$ cat config.mk
export PLATFORM = sky130hd
export DESIGN_NAME = payment_request_framer_flat
export DESIGN_NICKNAME = d
export VERILOG_FILES = /design/src/rtl/prf_pkg.sv /design/src/rtl/prf_if.sv /design/src/rtl/payment_request_framer.sv /design/src/rtl/prf_front.sv /design/src/rtl/prf_queue.sv /design/src/rtl/prf_back.sv /design/src/flat_wrapper.sv
export SDC_FILE = /design/constraint.sdc
export NUM_CORES = 1
export LEC_CHECK = 0
export BUFFER_PORTS_ARGS = -buffer_cell sky130_fd_sc_hd__buf_4
export CAP_MARGIN = 20
export CORE_UTILIZATION = 60
export DETAILED_ROUTE_END_ITERATION = 7
export PLACE_DENSITY = 0.8
export SKIP_CTS_REPAIR_TIMING = 1
export SYNTH_ARGS = -nofsm -noshare
export SYNTH_HDL_FRONTEND = slang
export SYNTH_SLANG_ARGS = --single-unit
$ cat constraint.sdc
create_clock -name clk_i -period 16.89 [get_ports clk_i]
set_input_delay 0.8445 -clock clk_i [delete_from_list [all_inputs] [get_ports clk_i]]
set_output_delay 0.8445 -clock clk_i [all_outputs]
set_load 0.01 [all_outputs]
$ cat src/rtl/prf_pkg.sv
// ----------------------------------------------------------------------------
// prf_pkg
// Types and constants shared by the payment request framer modules.
// ----------------------------------------------------------------------------
package prf_pkg;

  localparam int ValWidth    = 31;
  localparam int NumDigits   = 10;
  localparam int BcdWidth    = 4 * NumDigits;
  localparam int NumBcdBytes = NumDigits / 2;
  localparam int NbWidth     = $clog2(NumBcdBytes + 1);
  localparam int IdxWidth    = $clog2(NumBcdBytes);
  localparam int LenWidth    = 5;

  localparam logic [7:0] TagPrice  = 8'hB0;
  localparam logic [7:0] TagOrder  = 8'hB1;
  localparam logic [7:0] AsciiZero = 8'h30;

  // Fixed body bytes outside the BCD fields: the price tag and its count plus
  // the nine trailing bytes. The order field adds its own tag and count.
  localparam int BodyFixedLen = 11;
  localparam int NumTail      = 9;

  typedef logic [NumBcdBytes-1:0][7:0] bcd_t;

  // One converted request, handed from the front to the back.
  typedef struct packed {
    bcd_t               p_bcd;
    logic [NbWidth-1:0] p_nbytes;
    bcd_t               o_bcd;
    logic [NbWidth-1:0] o_nbytes;
    logic               o_has;
  } conv_t;

endpackage

$ cat src/rtl/prf_if.sv
// ----------------------------------------------------------------------------
// prf_req_if / prf_frm_if
// Valid/ready channels for incoming requests and outgoing frame bytes.
// ----------------------------------------------------------------------------
interface prf_req_if;
  logic                         valid;
  logic                         ready;
  logic [prf_pkg::ValWidth-1:0] price;
  logic [prf_pkg::ValWidth-1:0] order_number;

  modport source (output valid, output price, output order_number, input ready);
  modport sink (input valid, input price, input order_number, output ready);
endinterface

interface prf_frm_if;
  logic       valid;
  logic       ready;
  logic [7:0] frame_byte;
  logic       frame_end;

  modport source (output valid, output frame_byte, output frame_end, input ready);
  modport sink (input valid, input frame_byte, input frame_end, output ready);
endinterface

$ cat src/rtl/payment_request_framer.sv
// ----------------------------------------------------------------------------
// payment_request_framer
// Builds a tagged request frame with a length prefix and CRC-16/ARC trailer.
// ----------------------------------------------------------------------------
// Each accepted request yields a frame of 18 to 29 beats, one byte per cycle
// while the sink is ready, the last beat flagged by frame_end. The front
// accepts a request, converts price and order number to BCD and hands the
// result over; a two-entry queue between the front and the byte emitter lets
// the next conversion run while the current frame is still being sent.
module payment_request_framer (
  input  logic      clk_i,
  input  logic      rst_ni,
  prf_req_if.sink   req_i,
  prf_frm_if.source frm_o
);
  import prf_pkg::*;

  logic  push_valid, push_ready, pop_valid, pop_ready;
  conv_t push_data, pop_data;

  prf_front u_front (
    .clk_i        (clk_i),
    .rst_ni       (rst_ni),
    .req_i        (req_i),
    .push_valid_o (push_valid),
    .push_ready_i (push_ready),
    .push_data_o  (push_data)
  );

  prf_queue u_queue (
    .clk_i        (clk_i),
    .rst_ni       (rst_ni),
    .push_valid_i (push_valid),
    .push_ready_o (push_ready),
    .push_data_i  (push_data),
    .pop_valid_o  (pop_valid),
    .pop_ready_i  (pop_ready),
    .pop_data_o   (pop_data)
  );

  prf_back u_back (
    .clk_i       (clk_i),
    .rst_ni      (rst_ni),
    .pop_valid_i (pop_valid),
    .pop_ready_o (pop_ready),
    .pop_data_i  (pop_data),
    .frm_o       (frm_o)
  );

endmodule

$ cat src/rtl/prf_front.sv
// ----------------------------------------------------------------------------
// prf_front
// Accepts a request and converts price and order number to packed BCD by
// shift-and-add-three, one bit per cycle for both values at once.
// ----------------------------------------------------------------------------
module prf_front (
  input  logic           clk_i,
  input  logic           rst_ni,
  prf_req_if.sink        req_i,
  output logic           push_valid_o,
  input  logic           push_ready_i,
  output prf_pkg::conv_t push_data_o
);
  import prf_pkg::*;

  typedef enum logic [2:0] {
    F_IDLE = 3'b001,
    F_CONV = 3'b010,
    F_PUSH = 3'b100
  } front_state_e;

  localparam int ItWidth = $clog2(ValWidth);

  front_state_e         state_q, state_d;
  logic [ItWidth-1:0]   it_q, it_d;
  logic [ValWidth-1:0]  p_bin_q, p_bin_d, o_bin_q, o_bin_d;
  logic [BcdWidth-1:0]  p_bcd_q, p_bcd_d, o_bcd_q, o_bcd_d;
  logic                 o_has_q, o_has_d;
  logic [BcdWidth-1:0]  p_adj, o_adj;

  function automatic logic [BcdWidth-1:0] dabble_adj(input logic [BcdWidth-1:0] b);
    logic [BcdWidth-1:0] r;
    r = b;
    for (int d = 0; d < NumDigits; d++) begin
      if (r[4*d +: 4] >= 4'd5) begin
        r[4*d +: 4] = r[4*d +: 4] + 4'd3;
      end
    end
    return r;
  endfunction

  function automatic logic [NbWidth-1:0] bcd_nbytes(input logic [BcdWidth-1:0] b);
    logic [NbWidth-1:0] n;
    n = NbWidth'(1);
    for (int j = 1; j < NumBcdBytes; j++) begin
      if (b[8*j +: 8] != 8'd0) begin
        n = NbWidth'(j + 1);
      end
    end
    return n;
  endfunction

  assign p_adj = dabble_adj(p_bcd_q);
  assign o_adj = dabble_adj(o_bcd_q);

  assign req_i.ready  = (state_q == F_IDLE);
  assign push_valid_o = (state_q == F_PUSH);

  assign push_data_o.p_bcd    = bcd_t'(p_bcd_q);
  assign push_data_o.p_nbytes = bcd_nbytes(p_bcd_q);
  assign push_data_o.o_bcd    = bcd_t'(o_bcd_q);
  assign push_data_o.o_nbytes = bcd_nbytes(o_bcd_q);
  assign push_data_o.o_has    = o_has_q;

  always_comb begin
    state_d = state_q;
    it_d    = it_q;
    p_bin_d = p_bin_q;
    o_bin_d = o_bin_q;
    p_bcd_d = p_bcd_q;
    o_bcd_d = o_bcd_q;
    o_has_d = o_has_q;
    unique case (state_q)
      F_IDLE: begin
        if (req_i.valid) begin
          p_bin_d = req_i.price;
          o_bin_d = req_i.order_number;
          p_bcd_d = '0;
          o_bcd_d = '0;
          o_has_d = (req_i.order_number != '0);
          it_d    = '0;
          state_d = F_CONV;
        end
      end
      F_CONV: begin
        p_bcd_d = {p_adj[BcdWidth-2:0], p_bin_q[ValWidth-1]};
        o_bcd_d = {o_adj[BcdWidth-2:0], o_bin_q[ValWidth-1]};
        p_bin_d = {p_bin_q[ValWidth-2:0], 1'b0};
        o_bin_d = {o_bin_q[ValWidth-2:0], 1'b0};
        it_d    = it_q + ItWidth'(1);
        if (it_q == ItWidth'(ValWidth - 1)) begin
          state_d = F_PUSH;
        end
      end
      F_PUSH: begin
        if (push_ready_i) begin
          state_d = F_IDLE;
        end
      end
      default: state_d = F_IDLE;
    endcase
  end

  always_ff @(posedge clk_i or negedge rst_ni) begin
    if (!rst_ni) begin
      state_q <= F_IDLE;
    end else begin
      state_q <= state_d;
    end
  end

  always_ff @(posedge clk_i) begin
    it_q    <= it_d;
    p_bin_q <= p_bin_d;
    o_bin_q <= o_bin_d;
    p_bcd_q <= p_bcd_d;
    o_bcd_q <= o_bcd_d;
    o_has_q <= o_has_d;
  end

endmodule

$ cat src/rtl/prf_queue.sv
// ----------------------------------------------------------------------------
// prf_queue
// Two-entry queue of converted requests between the front and the back.
// ----------------------------------------------------------------------------
module prf_queue (
  input  logic           clk_i,
  input  logic           rst_ni,
  input  logic           push_valid_i,
  output logic           push_ready_o,
  input  prf_pkg::conv_t push_data_i,
  output logic           pop_valid_o,
  input  logic           pop_ready_i,
  output prf_pkg::conv_t pop_data_o
);
  import prf_pkg::*;

  localparam int Depth = 2;

  conv_t      mem_q [Depth];
  logic       wr_ptr_q, rd_ptr_q;
  logic [1:0] count_q;
  logic       do_push, do_pop;

  assign push_ready_o = (count_q != 2'(Depth));
  assign pop_valid_o  = (count_q != 2'd0);
  assign pop_data_o   = mem_q[rd_ptr_q];
  assign do_push      = push_valid_i && push_ready_o;
  assign do_pop       = pop_valid_o && pop_ready_i;

  always_ff @(posedge clk_i or negedge rst_ni) begin
    if (!rst_ni) begin
      wr_ptr_q <= 1'b0;
      rd_ptr_q <= 1'b0;
      count_q  <= 2'd0;
    end else begin
      if (do_push) begin
        wr_ptr_q <= ~wr_ptr_q;
      end
      if (do_pop) begin
        rd_ptr_q <= ~rd_ptr_q;
      end
      if (do_push && !do_pop) begin
        count_q <= count_q + 2'd1;
      end else if (do_pop && !do_push) begin
        count_q <= count_q - 2'd1;
      end
    end
  end

  always_ff @(posedge clk_i) begin
    if (do_push) begin
      mem_q[wr_ptr_q] <= push_data_i;
    end
  end

endmodule

$ cat src/rtl/prf_back.sv
// ----------------------------------------------------------------------------
// prf_back
// Walks one converted request byte by byte: length digits, tagged body and
// CRC-16/ARC over the body, through a registered output stage.
// ----------------------------------------------------------------------------
module prf_back (
  input  logic           clk_i,
  input  logic           rst_ni,
  input  logic           pop_valid_i,
  output logic           pop_ready_o,
  input  prf_pkg::conv_t pop_data_i,
  prf_frm_if.source      frm_o
);
  import prf_pkg::*;

  typedef enum logic [10:0] {
    B_IDLE = 11'b000_0000_0001,
    B_LEN  = 11'b000_0000_0010,
    B_PTAG = 11'b000_0000_0100,
    B_PCNT = 11'b000_0000_1000,
    B_PBCD = 11'b000_0001_0000,
    B_OTAG = 11'b000_0010_0000,
    B_OCNT = 11'b000_0100_0000,
    B_OBCD = 11'b000_1000_0000,
    B_TAIL = 11'b001_0000_0000,
    B_CRCL = 11'b010_0000_0000,
    B_CRCH = 11'b100_0000_0000
  } back_state_e;

  back_state_e   state_q, state_d;
  conv_t         ent_q;
  logic [3:0]    cnt_q, cnt_d;
  logic [1:0]    tens_q;
  logic [3:0]    units_q;
  logic [15:0]   crc_q;
  logic [7:0]    out_byte_q, byte_d;
  logic          out_end_q, out_valid_q;
  logic          step, in_body;
  logic [LenWidth-1:0] len;
  logic [1:0]    tens;
  logic [3:0]    units;

  function automatic logic [15:0] crc_update(input logic [15:0] c, input logic [7:0] b);
    logic [15:0] r;
    r = c ^ {8'd0, b};
    for (int k = 0; k < 8; k++) begin
      r = r[0] ? ((r >> 1) ^ 16'hA001) : (r >> 1);
    end
    return r;
  endfunction

  function automatic logic [7:0] tail_byte(input logic [3:0] idx);
    logic [7:0] r;
    unique case (idx)
      4'd0:    r = 8'hA2;
      4'd1:    r = 8'h01;
      4'd2:    r = 8'h01;
      4'd3:    r = 8'hA4;
      4'd4:    r = 8'h04;
      4'd5:    r = 8'h35;
      4'd6:    r = 8'h32;
      4'd7:    r = 8'h36;
      4'd8:    r = 8'h33;
      default: r = 8'h00;
    endcase
    return r;
  endfunction

  assign len = LenWidth'(BodyFixedLen) + LenWidth'(pop_data_i.p_nbytes)
             + (pop_data_i.o_has ? (LenWidth'(pop_data_i.o_nbytes) + LenWidth'(2))
                                 : LenWidth'(0));

  always_comb begin
    priority if (len >= LenWidth'(20)) begin
      tens  = 2'd2;
      units = 4'(len - LenWidth'(20));
    end else if (len >= LenWidth'(10)) begin
      tens  = 2'd1;
      units = 4'(len - LenWidth'(10));
    end else begin
      tens  = 2'd0;
      units = 4'(len);
    end
  end

  assign pop_ready_o = (state_q == B_IDLE);
  assign step        = (state_q != B_IDLE) && (!out_valid_q || frm_o.ready);
  assign in_body     = (state_q != B_IDLE) && (state_q != B_LEN)
                    && (state_q != B_CRCL) && (state_q != B_CRCH);

  assign frm_o.valid      = out_valid_q;
  assign frm_o.frame_byte = out_byte_q;
  assign frm_o.frame_end  = out_end_q;

  always_comb begin
    state_d = state_q;
    cnt_d   = cnt_q;
    byte_d  = 8'd0;
    unique case (state_q)
      B_IDLE: begin
        if (pop_valid_i) begin
          state_d = B_LEN;
          cnt_d   = 4'd0;
        end
      end
      B_LEN: begin
        priority if (cnt_q == 4'd2) begin
          byte_d = AsciiZero + {6'd0, tens_q};
        end else if (cnt_q == 4'd3) begin
          byte_d = AsciiZero + {4'd0, units_q};
        end else begin
          byte_d = AsciiZero;
        end
        cnt_d = cnt_q + 4'd1;
        if (cnt_q == 4'd3) begin
          state_d = B_PTAG;
        end
      end
      B_PTAG: begin
        byte_d  = TagPrice;
        state_d = B_PCNT;
      end
      B_PCNT: begin
        byte_d  = 8'(ent_q.p_nbytes);
        cnt_d   = 4'(ent_q.p_nbytes) - 4'd1;
        state_d = B_PBCD;
      end
      B_PBCD: begin
        byte_d = ent_q.p_bcd[cnt_q[IdxWidth-1:0]];
        cnt_d  = cnt_q - 4'd1;
        if (cnt_q == 4'd0) begin
          cnt_d   = 4'd0;
          state_d = ent_q.o_has ? B_OTAG : B_TAIL;
        end
      end
      B_OTAG: begin
        byte_d  = TagOrder;
        state_d = B_OCNT;
      end
      B_OCNT: begin
        byte_d  = 8'(ent_q.o_nbytes);
        cnt_d   = 4'(ent_q.o_nbytes) - 4'd1;
        state_d = B_OBCD;
      end
      B_OBCD: begin
        byte_d = ent_q.o_bcd[cnt_q[IdxWidth-1:0]];
        cnt_d  = cnt_q - 4'd1;
        if (cnt_q == 4'd0) begin
          cnt_d   = 4'd0;
          state_d = B_TAIL;
        end
      end
      B_TAIL: begin
        byte_d = tail_byte(cnt_q);
        cnt_d  = cnt_q + 4'd1;
        if (cnt_q == 4'(NumTail - 1)) begin
          state_d = B_CRCL;
        end
      end
      B_CRCL: begin
        byte_d  = crc_q[7:0];
        state_d = B_CRCH;
      end
      B_CRCH: begin
        byte_d  = crc_q[15:8];
        state_d = B_IDLE;
      end
      default: state_d = B_IDLE;
    endcase
  end

  always_ff @(posedge clk_i or negedge rst_ni) begin
    if (!rst_ni) begin
      state_q     <= B_IDLE;
      out_valid_q <= 1'b0;
    end else begin
      if (state_q == B_IDLE || step) begin
        state_q <= state_d;
      end
      if (step) begin
        out_valid_q <= 1'b1;
      end else if (frm_o.ready) begin
        out_valid_q <= 1'b0;
      end
    end
  end

  always_ff @(posedge clk_i) begin
    if (state_q == B_IDLE) begin
      if (pop_valid_i) begin
        ent_q   <= pop_data_i;
        tens_q  <= tens;
        units_q <= units;
        crc_q   <= 16'd0;
        cnt_q   <= cnt_d;
      end
    end else if (step) begin
      cnt_q      <= cnt_d;
      out_byte_q <= byte_d;
      out_end_q  <= (state_q == B_CRCH);
      if (in_body) begin
        crc_q <= crc_update(crc_q, byte_d);
      end
    end
  end

endmodule
$ cat src/flat_wrapper.sv
// flat-port wrapper written by rule: the top's interface ports become plain ports
module payment_request_framer_flat import prf_pkg::*;
  (clk_i, rst_ni, req_i_valid, req_i_price, req_i_order_number, req_i_ready, frm_o_valid, frm_o_frame_byte, frm_o_frame_end, frm_o_ready);
  prf_req_if req_i_i ();
  prf_frm_if frm_o_i ();
  input  logic clk_i;
  input  logic rst_ni;
  input wire logic [$bits(req_i_i.valid)-1:0] req_i_valid;
  input wire logic [$bits(req_i_i.price)-1:0] req_i_price;
  input wire logic [$bits(req_i_i.order_number)-1:0] req_i_order_number;
  output wire logic [$bits(req_i_i.ready)-1:0] req_i_ready;
  output wire logic [$bits(frm_o_i.valid)-1:0] frm_o_valid;
  output wire logic [$bits(frm_o_i.frame_byte)-1:0] frm_o_frame_byte;
  output wire logic [$bits(frm_o_i.frame_end)-1:0] frm_o_frame_end;
  input wire logic [$bits(frm_o_i.ready)-1:0] frm_o_ready;
  assign req_i_i.valid = req_i_valid;
  assign req_i_i.price = req_i_price;
  assign req_i_i.order_number = req_i_order_number;
  assign req_i_ready = req_i_i.ready;
  assign frm_o_valid = frm_o_i.valid;
  assign frm_o_frame_byte = frm_o_i.frame_byte;
  assign frm_o_frame_end = frm_o_i.frame_end;
  assign frm_o_i.ready = frm_o_ready;
  payment_request_framer u_core (.clk_i(clk_i), .rst_ni(rst_ni), .req_i(req_i_i), .frm_o(frm_o_i));
endmodule
---- After elaboration in Yosys (flattened, before gate mapping) ----
Memory sizes are Yosys's and may differ from the RTL's. A register that Yosys moved wholly into a read port is not among the register bits.
Index checks and enable logic that the tools add are counted.
W data, S select, Z words.
storage, ports and cells
  register bits ........................... 289
  latch bits .............................. 0
  bits in writable memories ............... 174
  ROM bits ................................ 96
  input bits .............................. 66
  output and inout port bits .............. 11
  logic and storage cells ................. 255
  memories kept ........................... 2
operators by class
  add/sub/neg operators ................... 34
  multipliers ............................. 0
  div/mod/pow operators ................... 0
  magnitude comparators ................... 23
  equality and inequality tests ........... 31
  shift-type cells ........................ 0
  mux-type cells .......................... 83
  bitwise logic cells ..................... 12
  reductions and logical operators ........ 39
memory list
  name                  depth  width  rd ports  clocked after Yosys merged registers in  wr ports  RTL line         source
  u_core.u_queue.mem_q  2      87     1         0                                        1         prf_queue.sv:19  conv_t mem_q [Depth];
  (name not given)      16     6      1         1                                        0         prf_back.sv:54   unique case (idx)
operators by type and width
  operator                number
  $mux W16                12
  $pmux W40 S2            2
  $pmux W31 S2            2
  $pmux W11 S10           1
  $mux W4                 26
  $ge A4 B3 Y1 const B    20
  $pmux W8 S10            1
  $add A4 B2 Y4 const B   18
  $reduce_bool A8 Y1      8
  $mux W31                2
  $mux W11                5
  $bmux W8 S3             2
  $mux W40                1
  $mux W3                 11
  $reduce_bool A31 Y1     1
  $not A2 Y3              8
  $pmux W4 S5             1
  $mux W8                 2
  $ne A2 B2 Y1 const B    8
  $xor A16 B8 Y16         1
  $mux W7                 2
  $reduce_bool A2 Y1      6
  $eq A11 B1 Y1 const B   1
  $eq A11 B10 Y1 const B  1
  52 further kinds        80

---- Longest topological paths before layout ----
Gate-level depths: netlist of run 1.
  depth in word-level cells ............... 24
  gate-level depth with buffers ........... 15
  gate-level depth less buffers ........... 13

---- Hierarchy ----
From an unflattened synthesis of run 1, not the netlist that was laid out.
second synthesis, totals
  cell total of the unflattened synthesis .. 1665
  area, all modules ....................... 21832.2 sq um
by module, submodules not included
  module     instances  cells an instance  area an instance (sq um)  sequential area each (sq um)
  prf_front  1          768                7952.6                    4520.6
  prf_back   1          608                7330.8                    4085.2
  prf_queue  1          289                6548.8                    5325.1

---- Worst setup path after synthesis of run 1 ----
Ideal clock, no wire load.
  path type ............................... flip-flop to flip-flop
  from .................................... reg u_core.u_front.state_q[0]
  to ...................................... mem u_core.u_queue.mem_q[0][0] (netlist bit) (enable)
  setup time .............................. 0.544 ns
  arrival ................................. 4.955 ns
  data required time ...................... 16.346 ns
  setup slack ............................. 11.392 ns
  stages on the path, launching flop included .. 4
  buffers on the path ..................... 1
  clock period less this slack ............ 5.498 ns
  path through ............................ dfstp_2 > clkbuf_1 > nor4b_1 > nor2b_1
between the ends
  cells in the longest elaborated chain, start to end .. 4
ends and longest elaborated chain
  what                              RTL line          source
  from (decl)                       prf_front.sv:24   front_state_e state_q, state_d;
  from (signal assigned)            prf_front.sv:108  state_q <= state_d;
  $eq A3 B3 Y1                      prf_front.sv:57   assign push_valid_o = (state_q == F_PUSH);
  $logic_and A1 B1 Y1               prf_queue.sv:27   assign do_push = push_valid_i && push_ready_o;
  named net u_core.u_queue.do_push  prf_queue.sv:22   logic do_push, do_pop;
  $mux W1                           prf_queue.sv:51   if (do_push) begin
  $mux W1 (implied by the code)     prf_queue.sv:52   mem_q[wr_ptr_q] <= push_data_i;
  to (decl)                         prf_queue.sv:19
The timed path passes the listed nets, and every way through them passes these cells.

---- Final worst setup path of run 1 ----
  from .................................... reg u_core.u_back.cnt_q[0]
  to ...................................... reg u_core.u_back.crc_q[0], data pin
between the ends
  cells in the longest elaborated chain, start to end .. 17
  elaborated cells on any way between the ends .. 28
  those cells by class .................... 2 x eq/ne; 18 x mux; 8 x bitwise
ends and longest elaborated chain
  what                                              RTL line         source
  from (decl)                                       prf_back.sv:32   logic [3:0] cnt_q, cnt_d;
  from (signal assigned)                            prf_back.sv:195  cnt_q <= cnt_d;
  from (signal assigned)                            prf_back.sv:198  cnt_q <= cnt_d;
  $eq A4 B2 Y1                                      prf_back.sv:109  end else if (cnt_q == 4'd3) begin
  $mux W7                                           prf_back.sv:109
  $mux W7                                           prf_back.sv:107  priority if (cnt_q == 4'd2) begin
  $pmux W8 S10 *                                    prf_back.sv:99   unique case (state_q)
  $xor A16 B8 Y16 *                                 prf_back.sv:45   r = c ^ {8'd0, b};
  $mux W16 * (5 in series)                          prf_back.sv:47   r = r[0] ? ((r >> 1) ^ 16'hA001) : (r >> 1);
  $not A2 Y3 (no line) or $mux W16 (tied branches)  -
  $mux W16 * (3 in series)                          prf_back.sv:47
  $mux W16 *                                        prf_back.sv:201  if (in_body) begin
  $mux W16 *                                        prf_back.sv:197  end else if (step) begin
  $mux W16 *                                        prf_back.sv:189  if (state_q == B_IDLE) begin
  to (signal assigned)                              prf_back.sv:202  crc_q <= crc_update(crc_q, byte_d);
  to (decl)                                         prf_back.sv:35   logic [15:0] crc_q;
Mark *: on every way between the ends. The rest lies on a longest branch, timed or not. The select of a mux whose other input is x is not followed.
A chain may end at the register's enable or synchronous reset.

==> results of run 1 <==
-- cell usage after synthesis, drive strengths merged, types with 7 or more instances --
| cell type | n | area (um2) |
|---|---|---|
| xnor2 | 39 | 342 |
| and3 | 11 | 68.8 |
| clkbuf | 39 | 146 |
| nor2 | 131 | 518 |
| ha | 71 | 888 |
| nand4 | 7 | 58.8 |
| nor4 | 15 | 128 |
| o21ai | 53 | 265 |
| nor3 | 34 | 175 |
| and2 | 12 | 75.1 |
| buf | 23 | 139 |
| nand2b | 27 | 169 |
| a31oi | 10 | 62.6 |
| nand3 | 9 | 45.0 |
| o22ai | 15 | 93.8 |
| nand3b | 10 | 75.1 |
| edfxtp | 444 | 13300 |
| inv | 64 | 240 |
| nor2b | 14 | 87.6 |
| nand2 | 253 | 952 |
| mux2i | 37 | 370 |
| xor2 | 34 | 324 |
| dfrtp | 17 | 425 |
| mux2 | 94 | 1060 |
| a21oi | 81 | 409 |
-- cell type report --
class                      count  area, um2
clock buffer                  70       1380
clock inverter                15       91.3
fill                        2297      10900
inverter                      65        245
multi-input combinational   1036       6960
sequential                   469      13900
tap                          455        569
timing repair buffer          92        727
-- per-stage QoR --
stage | hold slack [ns] | util (%) | cell area [um2] | total power, mW
finish | 0.186 | 68.7 | 23900 | 4.63
global placement | 0.471 | 64.3 | 22400 | 3.55
global route | 0.182 | 68.7 | 23900 | 4.90
detailed placement | 0.469 | 64.4 | 22400 | 3.62
CTS | 0.165 | 68.6 | 23900 | 4.63
floorplan | 0.421 | - | 21400 | 3.18
-- worst max-delay path, delay by kind of cell (launching register included) --
family | cells | cell delay (ns)
flip-flops | 1 | 0.64
buffers and inverters | 1 | 0.38
multiplexers | 1 | 0.36
adder cells (fa/ha/maj) | 1 | 0.34
AO/OA/AOI/OAI | 2 | 0.22
AND/OR/NAND/NOR | 3 | 0.88
XOR/XNOR | 3 | 1.19
-- sequential cells by signal, indices dropped and copies added (netlist names), 2 cells and up, named ones only --
name	count
u_core.u_front.o_bin_q	31
u_core.u_queue.mem_q	174
u_core.u_front.it_q	5
u_core.u_back.ent_q	87
u_core.u_front.p_bin_q	31
u_core.u_front.p_bcd_q	40
u_core.u_back.crc_q	16
u_core.u_back.frm_o.frame_byte	8
u_core.u_back.tens_q	2
u_core.u_back.state_q	11
u_core.u_front.o_bcd_q	40
u_core.u_front.state_q	3
u_core.u_back.cnt_q	4
u_core.u_back.units_q	4
u_core.u_queue.count_q	2
-- per-layer routing --
metal	vias to the layer above	track usage, %
li1	6050	-
met1	6318	32.9
met2	405	40.3
met3	66	3.59
met4	0	6.65
met5	-	0
-- power by group through the flow --
stage                     Clock (mW)  Combinational, mW  Sequential, mW
after floorplan                    0               1.21            1.97
after global placement             0               1.47            2.08
after detailed placement           0               1.53            2.09
after CTS                       1.01               1.55            2.07
after global routing            1.05               1.74            2.11
final                          0.996               1.56            2.07
-- how the worst min path moves through the flow --
stage	cells after the start	startpoint	endpoint
2_1_floorplan	0	u_core.u_front.o_has_q	u_core.u_queue.mem_q[0][0]
3_3_place_gp	0	u_core.u_front.o_has_q	u_core.u_queue.mem_q[0][0]
3_5_place_dp	0	u_core.u_front.o_has_q	u_core.u_queue.mem_q[1][0]
4_1_cts	1	rst_ni	u_core.u_back.state_q[2]
5_1_grt	1	rst_ni	u_core.u_back.state_q[8]
6_report	1	rst_ni	u_core.u_back.state_q[2]
-- layout by cell type (no fill, tap or decap), types with 5 or more instances in the layout --
cell       netlist  layout
nand3_1          9       9
nor2b_1         14      13
clkinv_1         1      11
xnor2_1         39      39
nand4_1          6       6
mux2_2          94      94
o21ai_0         49      49
nand2_1        252     252
and3_1          11      11
buf_4            4      89
a221oi_1         5       5
nand3b_1        10      10
a31oi_1         10      10
clkbuf_16        0      51
ha_1            71      71
a21oi_1         80      80
o22ai_1         15      15
a22oi_1          5       5
nand2b_1        27      27
inv_1           64      63
nor3_1          33      32
and2_1          12      11
dfxtp_1          6       6
xor2_1          32      32
nor2_1         128     127
nor4_1          11      11
clkbuf_1        39      13
mux2i_1         37      37
edfxtp_1       444     444
dfrtp_1         17      16
-- logic make-up (layout without fill, tap and decap cells) --
kind of cell    Yosys count  in the layout  share of synthesized area, %
compound gates          199            199                          5.52
xor+xnor                 76             76                          3.44
fa+ha+maj                72             72                          4.25
buf+inv                 127            242                          2.47
flops                   469            469                          65.1
mux                     132            132                          6.79
simple gates            557            557                          12.4
==> metrics, run 1 <==
outcome finished clean; switching share of power 34.9%; initial DRC count 1032; PwrDens 194 mW/mm2; Max Clock Freq 234 MHz; Slew headroom 34.1%; Final min period 4.27 ns; Slowest cell on crit path or4b_2; worst vdd ir 0.118 mV; First-pass DRT Iterations 6; # DRC 0; Crit path largest cell delay 0.72 ns; final setup fails 0; met2 wire len 21100 um; critical path launch point u_core.u_back.cnt_q[0]; Syn Std Cell Area 0.0214 mm2; number of placement rows 68; Metal-1 WL 18500 um; Tot GR Track Use 24.1%; ant diodes 0; crit path cell chain clkinv_1, ha_1, or4b_2, nor2_1, a32oi_1, o211ai_2, mux2i_1, xnor3_1, xor3_2, xnor3_1, nor2_1; synthesized net count 1770; max_cap viols 0; die span in x 191 um; initial core utilization 61.5%; Pint 3.01 mW; clk_skew 0.0142 ns; vias in the first global route 12713; Core ar. 0.0348 mm2; met3 wire len 2310 um; Vias 12839; Synth warnings 0; Seq cells post-synth 469; synth unique cells 80; FF-to-FF path depth 11; Worst Setup Slack, final 12.62 ns; crit-path max FO 13; CTS root buf clkbuf_16; setup tns final 0 ns; combinational power share 33.8%; CP required 17.20 ns; cell count after synthesis 1632; Max clock buf depth 3; endpoints failing hold 0; DRT Wirelength 42700 um; FFs w/ async S/R, synth 4.05%; synthesized area per cell 13.1 um2; initial antenna violation count 0; Hold WC Path Type input port to async pin; period utilization 25.3%; sequential share of the synthesized area 65.1%; share of cells above drive strength 1 16.3%; hpwl dp 28200 um; Max Used Layer met4; largest net degree at the start of global routing 94; routed length per instance 19.4 um; FF-to-FF End u_core.u_back.crc_q[0]; Arr. time, crit path 4.58 ns; max-slew violations 0; die area 0.0364 mm2; clock transition at the registers of the reported paths 0.06 ns; Clock Latency Late Sink 0.55 ns; Clk pwr share 21.5%; fin nets 1849; NetSw 1.62 mW; Critical Path Sink u_core.u_back.crc_q[0]; grt ovf 0; RSZ-0062 raised after global routing false; area growth from synthesis to layout 11.8%; Layout Cells excl Fill 2202; vias per cell 5.83; GPL Wtd Cong 0.938; first-pass GRT wire length 67800 um; Top FF cell, synth edfxtp_1; H-Tree Level Count 2; Post-synth EDFFs 444; Reg power frac 44.7%; Inserted Clock Buffers 47; critical path class flop to flop; flop-to-flop setup slack 12.62 ns; reg-to-reg startpoint u_core.u_back.cnt_q[0]; CP endpoint kind flop; die height 191 um; Least-Margin Pin Slew 0.978 ns; Top Ports 77; Leak 8.94 nW; I/O Buffers 76; Post-Place Cells 2115; CTS tree built; CP startpoint kind flop; CTS Sinks 469; post-route ant nets 0; Placement Setup Slack 12.65 ns
(Power assumes the default switching activity.)
==> inputs of run 2 (changes only) <==
--- a/config.mk
+++ b/config.mk
@@ -7,9 +7,9 @@
 export LEC_CHECK = 0
 export BUFFER_PORTS_ARGS = -buffer_cell sky130_fd_sc_hd__buf_4
 export CAP_MARGIN = 20
-export CORE_UTILIZATION = 60
+export CORE_UTILIZATION = 56
 export DETAILED_ROUTE_END_ITERATION = 7
-export PLACE_DENSITY = 0.8
+export PLACE_DENSITY = 0.78
 export SKIP_CTS_REPAIR_TIMING = 1
 export SYNTH_ARGS = -nofsm -noshare
 export SYNTH_HDL_FRONTEND = slang
==> constraint.sdc (replaced) <==
create_clock -name clk_i -period 3.9 [get_ports clk_i]
set_input_delay 0.195 -clock clk_i [delete_from_list [all_inputs] [get_ports clk_i]]
set_output_delay 0.195 -clock clk_i [all_outputs]
set_load 0.01 [all_outputs]
==> run 2 against run 1 <==
Total power rose to 4.4 times the previous value. Clock skew up 0.0065 ns. Flip-flop and latch count unchanged. Largest cell class unchanged.
==> metrics, run 2 (synthesis results as in run 1) <==
outcome finished clean; final setup fails 0; Leak 9.33 nW; flop-to-flop setup slack 0.19 ns; Max Clock Freq 269 MHz; Tot GR Track Use 22.7%; RSZ-0062 raised after global routing false; vias per cell 5.62; CTS root buf clkbuf_16; I/O Buffers 76; period utilization 95.2%; number of placement rows 71; post-route ant nets 0; Arr. time, crit path 4.04 ns; reg-to-reg startpoint u_core.u_back.cnt_q[0]; clk_skew 0.0208 ns; post-route cell area 0.0249 mm2; Vias 13186; most common cell after layout, fill and taps aside edfxtp_1; endpoints failing hold 0; Least-Margin Pin Slew 0.884 ns; Hold WC Path Type input port to async pin; register name with the most flops u_core.u_queue.mem_q; clock transition at the registers of the reported paths 0.06 ns; H-Tree Level Count 2; crit-path max FO 12; first-pass GRT wire length 68700 um; Max clock buf depth 3; largest net degree at the start of global routing 94; share of cells above drive strength 1 16.6%; area growth from synthesis to layout 16.3%; CP endpoint kind flop; Critical Path Sink u_core.u_back.crc_q[0]; Core ar. 0.0377 mm2; max-slew violations 0; initial antenna violation count 2; GPL Wtd Cong 0.938; Layout Cells excl Fill 2348; Final min period 3.71 ns; First-pass DRT Iterations 7; setup tns final 0 ns; initial core utilization 56.8%; CP required 4.23 ns; critical path class flop to flop; CTS tree built; die area 0.0390 mm2; area post-placement 0.0227 mm2; CTS Sinks 469; die span in x 197 um; critical path launch point u_core.u_back.cnt_q[0]; vias in the first global route 12882; max reg flops 174; max_cap viols 0; Inserted Clock Buffers 48; die height 197 um; Top Ports 77; DRT Wirelength 45600 um; grt ovf 0; initial DRC count 1009; # DRC 0; commonest cells after routing, fill and taps aside edfxtp_1, nand2_1, nor2_1, buf_4, mux2_2; FF-to-FF End u_core.u_back.crc_q[0]; CP startpoint kind flop; FF-to-FF path depth 11; routed length per instance 19.4 um; PwrDens 825 mW/mm2; hpwl dp 29000 um; biggest registers after layout u_core.u_queue.mem_q x174, u_core.u_back.ent_q x87; Clock Latency Late Sink 0.58 ns; worst vdd ir 0.552 mV; fin nets 1935; Post-Place Cells 2193; Slew headroom 40.6%
-- run 2: changes by cell type in the layout (fill, tap and decap cells not counted), moves of 3 or more --
cell | previous run | this run
dlygate4sd3_1 | 0 | 65
buf_4 | 89 | 107
buf_12 | 1 | 5
bufinv_16 | 1 | 5
clkbuf_4 | 4 | 0
clkbuf_16 | 51 | 48
clkinv_8 | 0 | 3
diode_2 | 0 | 3
-- run 2: critical path, cell delays in order (launching register included) --
cell and delay [ns]:
edfxtp_1 0.35, buf_4 0.21, ha_1 0.25, or4b_2 0.64
nor2_1 0.13, a32oi_1 0.12, o211ai_2 0.10, mux2i_1 0.41
xnor3_1 0.47, xor3_2 0.44, xnor3_1 0.29, nor2_1 0.04
-- run 2: cell type report --
| type | count | area (um2) |
|---|---|---|
| multi-input combinational | 1036 | 6960 |
| tap | 511 | 639 |
| clock inverter | 25 | 279 |
| inverter | 65 | 248 |
| fill | 2615 | 12800 |
| timing repair buffer | 177 | 1550 |
| antenna | 3 | 7.51 |
| clock buffer | 62 | 1250 |
| sequential | 469 | 13900 |
-- run 2: how the worst min path moves through the flow --
stage	start	to	slack [ns]	cells past startpoint
floorplan	rst_ni	u_core.u_back.frm_o.valid	-0.10	0
global placement	rst_ni	u_core.u_back.state_q[2]	0.1	1
detailed placement	rst_ni	u_core.u_back.state_q[2]	0.10	1
CTS	rst_ni	u_core.u_front.state_q[1]	-0.52	1
global route	rst_ni	u_core.u_front.state_q[1]	0.06	2
finish	rst_ni	u_core.u_front.state_q[1]	0.05	2
-- run 2: through the flow --
step	total power [mW]	hold slack, ns	utilization [%]	setup WS (ns)
2_1_floorplan	13.8	-0.101	-	0.0397
3_3_place_gp	15.6	0.0985	60.2	0.288
3_5_place_dp	16.0	0.104	60.2	0.192
4_1_cts	20.5	-0.518	64.3	0.175
5_1_grt	21.6	0.0582	66.0	0.00673
6_report	20.5	0.0469	66.0	0.189
-- run 2: where the power goes --
group | internal [mW] | switching [mW] | total, mW
logic | 2.94 | 4.21 | 7.15
clock network | 2.61 | 1.88 | 4.49
registers | 7.77 | 1.11 | 8.88
-- run 2: metal layers --
| metal | wire length [um] | vias up | global-route usage [%] |
|---|---|---|---|
| li1 | - | 6239 | - |
| met1 | 19300 | 6447 | 30.9 |
| met2 | 22900 | 427 | 37.8 |
| met3 | 2400 | 73 | 3.21 |
| met4 | 1020 | 0 | 6.92 |
| met5 | 0 | - | 0 |
==> inputs of run 3 (changes only) <==
--- a/config.mk
+++ b/config.mk
@@ -7,10 +7,12 @@
 export LEC_CHECK = 0
 export BUFFER_PORTS_ARGS = -buffer_cell sky130_fd_sc_hd__buf_4
 export CAP_MARGIN = 20
-export CORE_UTILIZATION = 56
+export CORE_ASPECT_RATIO = 1.1
+export CORE_UTILIZATION = 60
 export DETAILED_ROUTE_END_ITERATION = 7
-export PLACE_DENSITY = 0.78
+export PLACE_DENSITY = 0.8
 export SKIP_CTS_REPAIR_TIMING = 1
+export SLEW_MARGIN = 10
 export SYNTH_ARGS = -nofsm -noshare
 export SYNTH_HDL_FRONTEND = slang
 export SYNTH_SLANG_ARGS = --single-unit
==> constraint.sdc (replaced) <==
create_clock -name clk_i -period 4.3 [get_ports clk_i]
set_input_delay 0.215 -clock clk_i [delete_from_list [all_inputs] [get_ports clk_i]]
set_output_delay 0.215 -clock clk_i [all_outputs]
set_load 0.01 [all_outputs]
==> run 3 against run 2 <==
Non-clock buffer count is 15 lower. Worst setup slack better by 0.23 ns. Final cell count is 3.8% lower. Clock skew is 0.0047 ns lower. Largest cell class unchanged.
==> metrics, run 3 (synthesis results as in run 1) <==
Clock Latency Late Sink 0.55 ns; worst hold stages 3; CP startpoint kind flop; period utilization 90.2%; fin nets 1918; First-pass DRT Iterations 5; GPL Wtd Cong 0.992; CP required 4.59 ns; post-route cell area 0.0247 mm2; Tot GR Track Use 24.1%; Layout Cells excl Fill 2258; number of fill cells 2259; die height 200 um; CTS root buf clkbuf_16; NetSw 6.55 mW; register name with the most flops u_core.u_queue.mem_q; CP endpoint kind flop; max reg flops 174; setup tns final 0 ns; die area 0.0364 mm2; CTS Sinks 469; flop-to-flop setup slack 0.42 ns; clock transition at the registers of the reported paths 0.07 ns; worst vdd ir 0.552 mV; Slew headroom 41.2%; vias per cell 5.90; Tot Pwr 18.6 mW; max-slew violations 0; number of placement rows 72; clk_skew 0.0161 ns; Pint 12.0 mW; vias in the first global route 12725; Arr. time, crit path 4.17 ns; switching share of power 35.2%; area growth from synthesis to layout 15.3%; multi-input logic area 0.00696 mm2; die span in x 182 um; DRT Wirelength 46300 um; Post-Place Cells 2112; endpoints failing hold 0; share of cells above drive strength 1 16.1%; combinational power share 34.7%; Final min period 3.88 ns; grt ovf 0; hpwl dp 28600 um; routed length per instance 20.5 um; Max Clock Freq 258 MHz; crit-path max FO 19; RSZ-0062 raised after global routing false; critical path class flop to flop; PwrDens 754 mW/mm2; area post-placement 0.0225 mm2; Leak 9.23 nW; final setup fails 0; outcome finished clean; Reg power frac 43.5%; Register Area 0.0139 mm2; initial DRC count 1197; Top Ports 77; biggest registers after layout u_core.u_queue.mem_q x174, u_core.u_back.ent_q x87; Inserted Clock Buffers 46; Max clock buf depth 3; FF-to-FF path depth 11; max_cap viols 0; first-pass GRT wire length 67500 um; Hold WC Path Type input port to flop; I/O Buffers 76; initial core utilization 60.9%; Least-Margin Pin Slew 0.870 ns; # DRC 0; most common cell after layout, fill and taps aside edfxtp_1; largest net degree at the start of global routing 103; H-Tree Level Count 2; Core ar. 0.0351 mm2; initial antenna violation count 0; post-route ant nets 0; Vias 13327; Clk pwr share 21.8%; Min Hold Slack 0.0227 ns; CTS tree built; commonest cells after routing, fill and taps aside edfxtp_1, nand2_1, nor2_1, mux2_2, buf_4
-- run 3: final cells by class --
cell class	count	share of cell area [%]
clock buffer	62	5.21
multi-input combinational	1036	28.2
timing repair buffer	162	5.83
clock inverter	19	0.929
antenna	1	0.0102
tap	444	2.25
sequential	469	56.5
inverter	65	1.00
-- run 3: worst paths after layout --
check                                          start                          to
hold / removal                req_i_order_number[12]  u_core.u_front.o_bin_q[12]
max in group asynchronous                     rst_ni   u_core.u_front.state_q[0]
hold reg to reg            u_core.u_front.state_q[2]   u_core.u_front.state_q[1]
min in group asynchronous                     rst_ni    u_core.u_back.state_q[1]
setup / recovery              u_core.u_back.cnt_q[1]      u_core.u_back.crc_q[0]
setup reg to reg              u_core.u_back.cnt_q[1]      u_core.u_back.crc_q[0]
-- run 3: routing by layer --
| layer | share of wire, % | up-vias | track usage (%) |
|---|---|---|---|
| met3 | 5.1 | 110 | 3.61 |
| met4 | 3.6 | 0 | 9.59 |
| met2 | 50 | 473 | 41.0 |
| li1 | - | 6201 | - |
| met5 | 0 | - | 0 |
| met1 | 41 | 6543 | 31.5 |
-- run 3: metrics by stage --
stage / setup WS [ns] / utilization, %
2_1_floorplan: 0.212 / -
3_3_place_gp: 0.586 / 64.0
3_5_place_dp: 0.481 / 64.0
4_1_cts: 0.419 / 68.3
5_1_grt: 0.240 / 70.2
6_report: 0.422 / 70.2
-- run 3: power groups by stage --
stage | Clock, mW | Sequential, mW | Combinational [mW]
after floorplan | 0 | 7.72 | 4.78
after global placement | 0 | 8.06 | 6.00
after detailed placement | 0 | 8.13 | 6.26
after CTS | 4.09 | 8.05 | 6.38
after global routing | 4.28 | 8.21 | 7.10
final | 4.05 | 8.08 | 6.45
-- run 3: critical path: stages (launching register included) --
cell and delay, ns:
edfxtp_1 0.38, buf_4 0.27, ha_1 0.26, or4b_2 0.66
nor2_1 0.12, a32oi_1 0.13, o211ai_2 0.12, mux2i_1 0.41
xnor3_1 0.47, xor3_2 0.46, xnor3_1 0.30, nor2_1 0.04
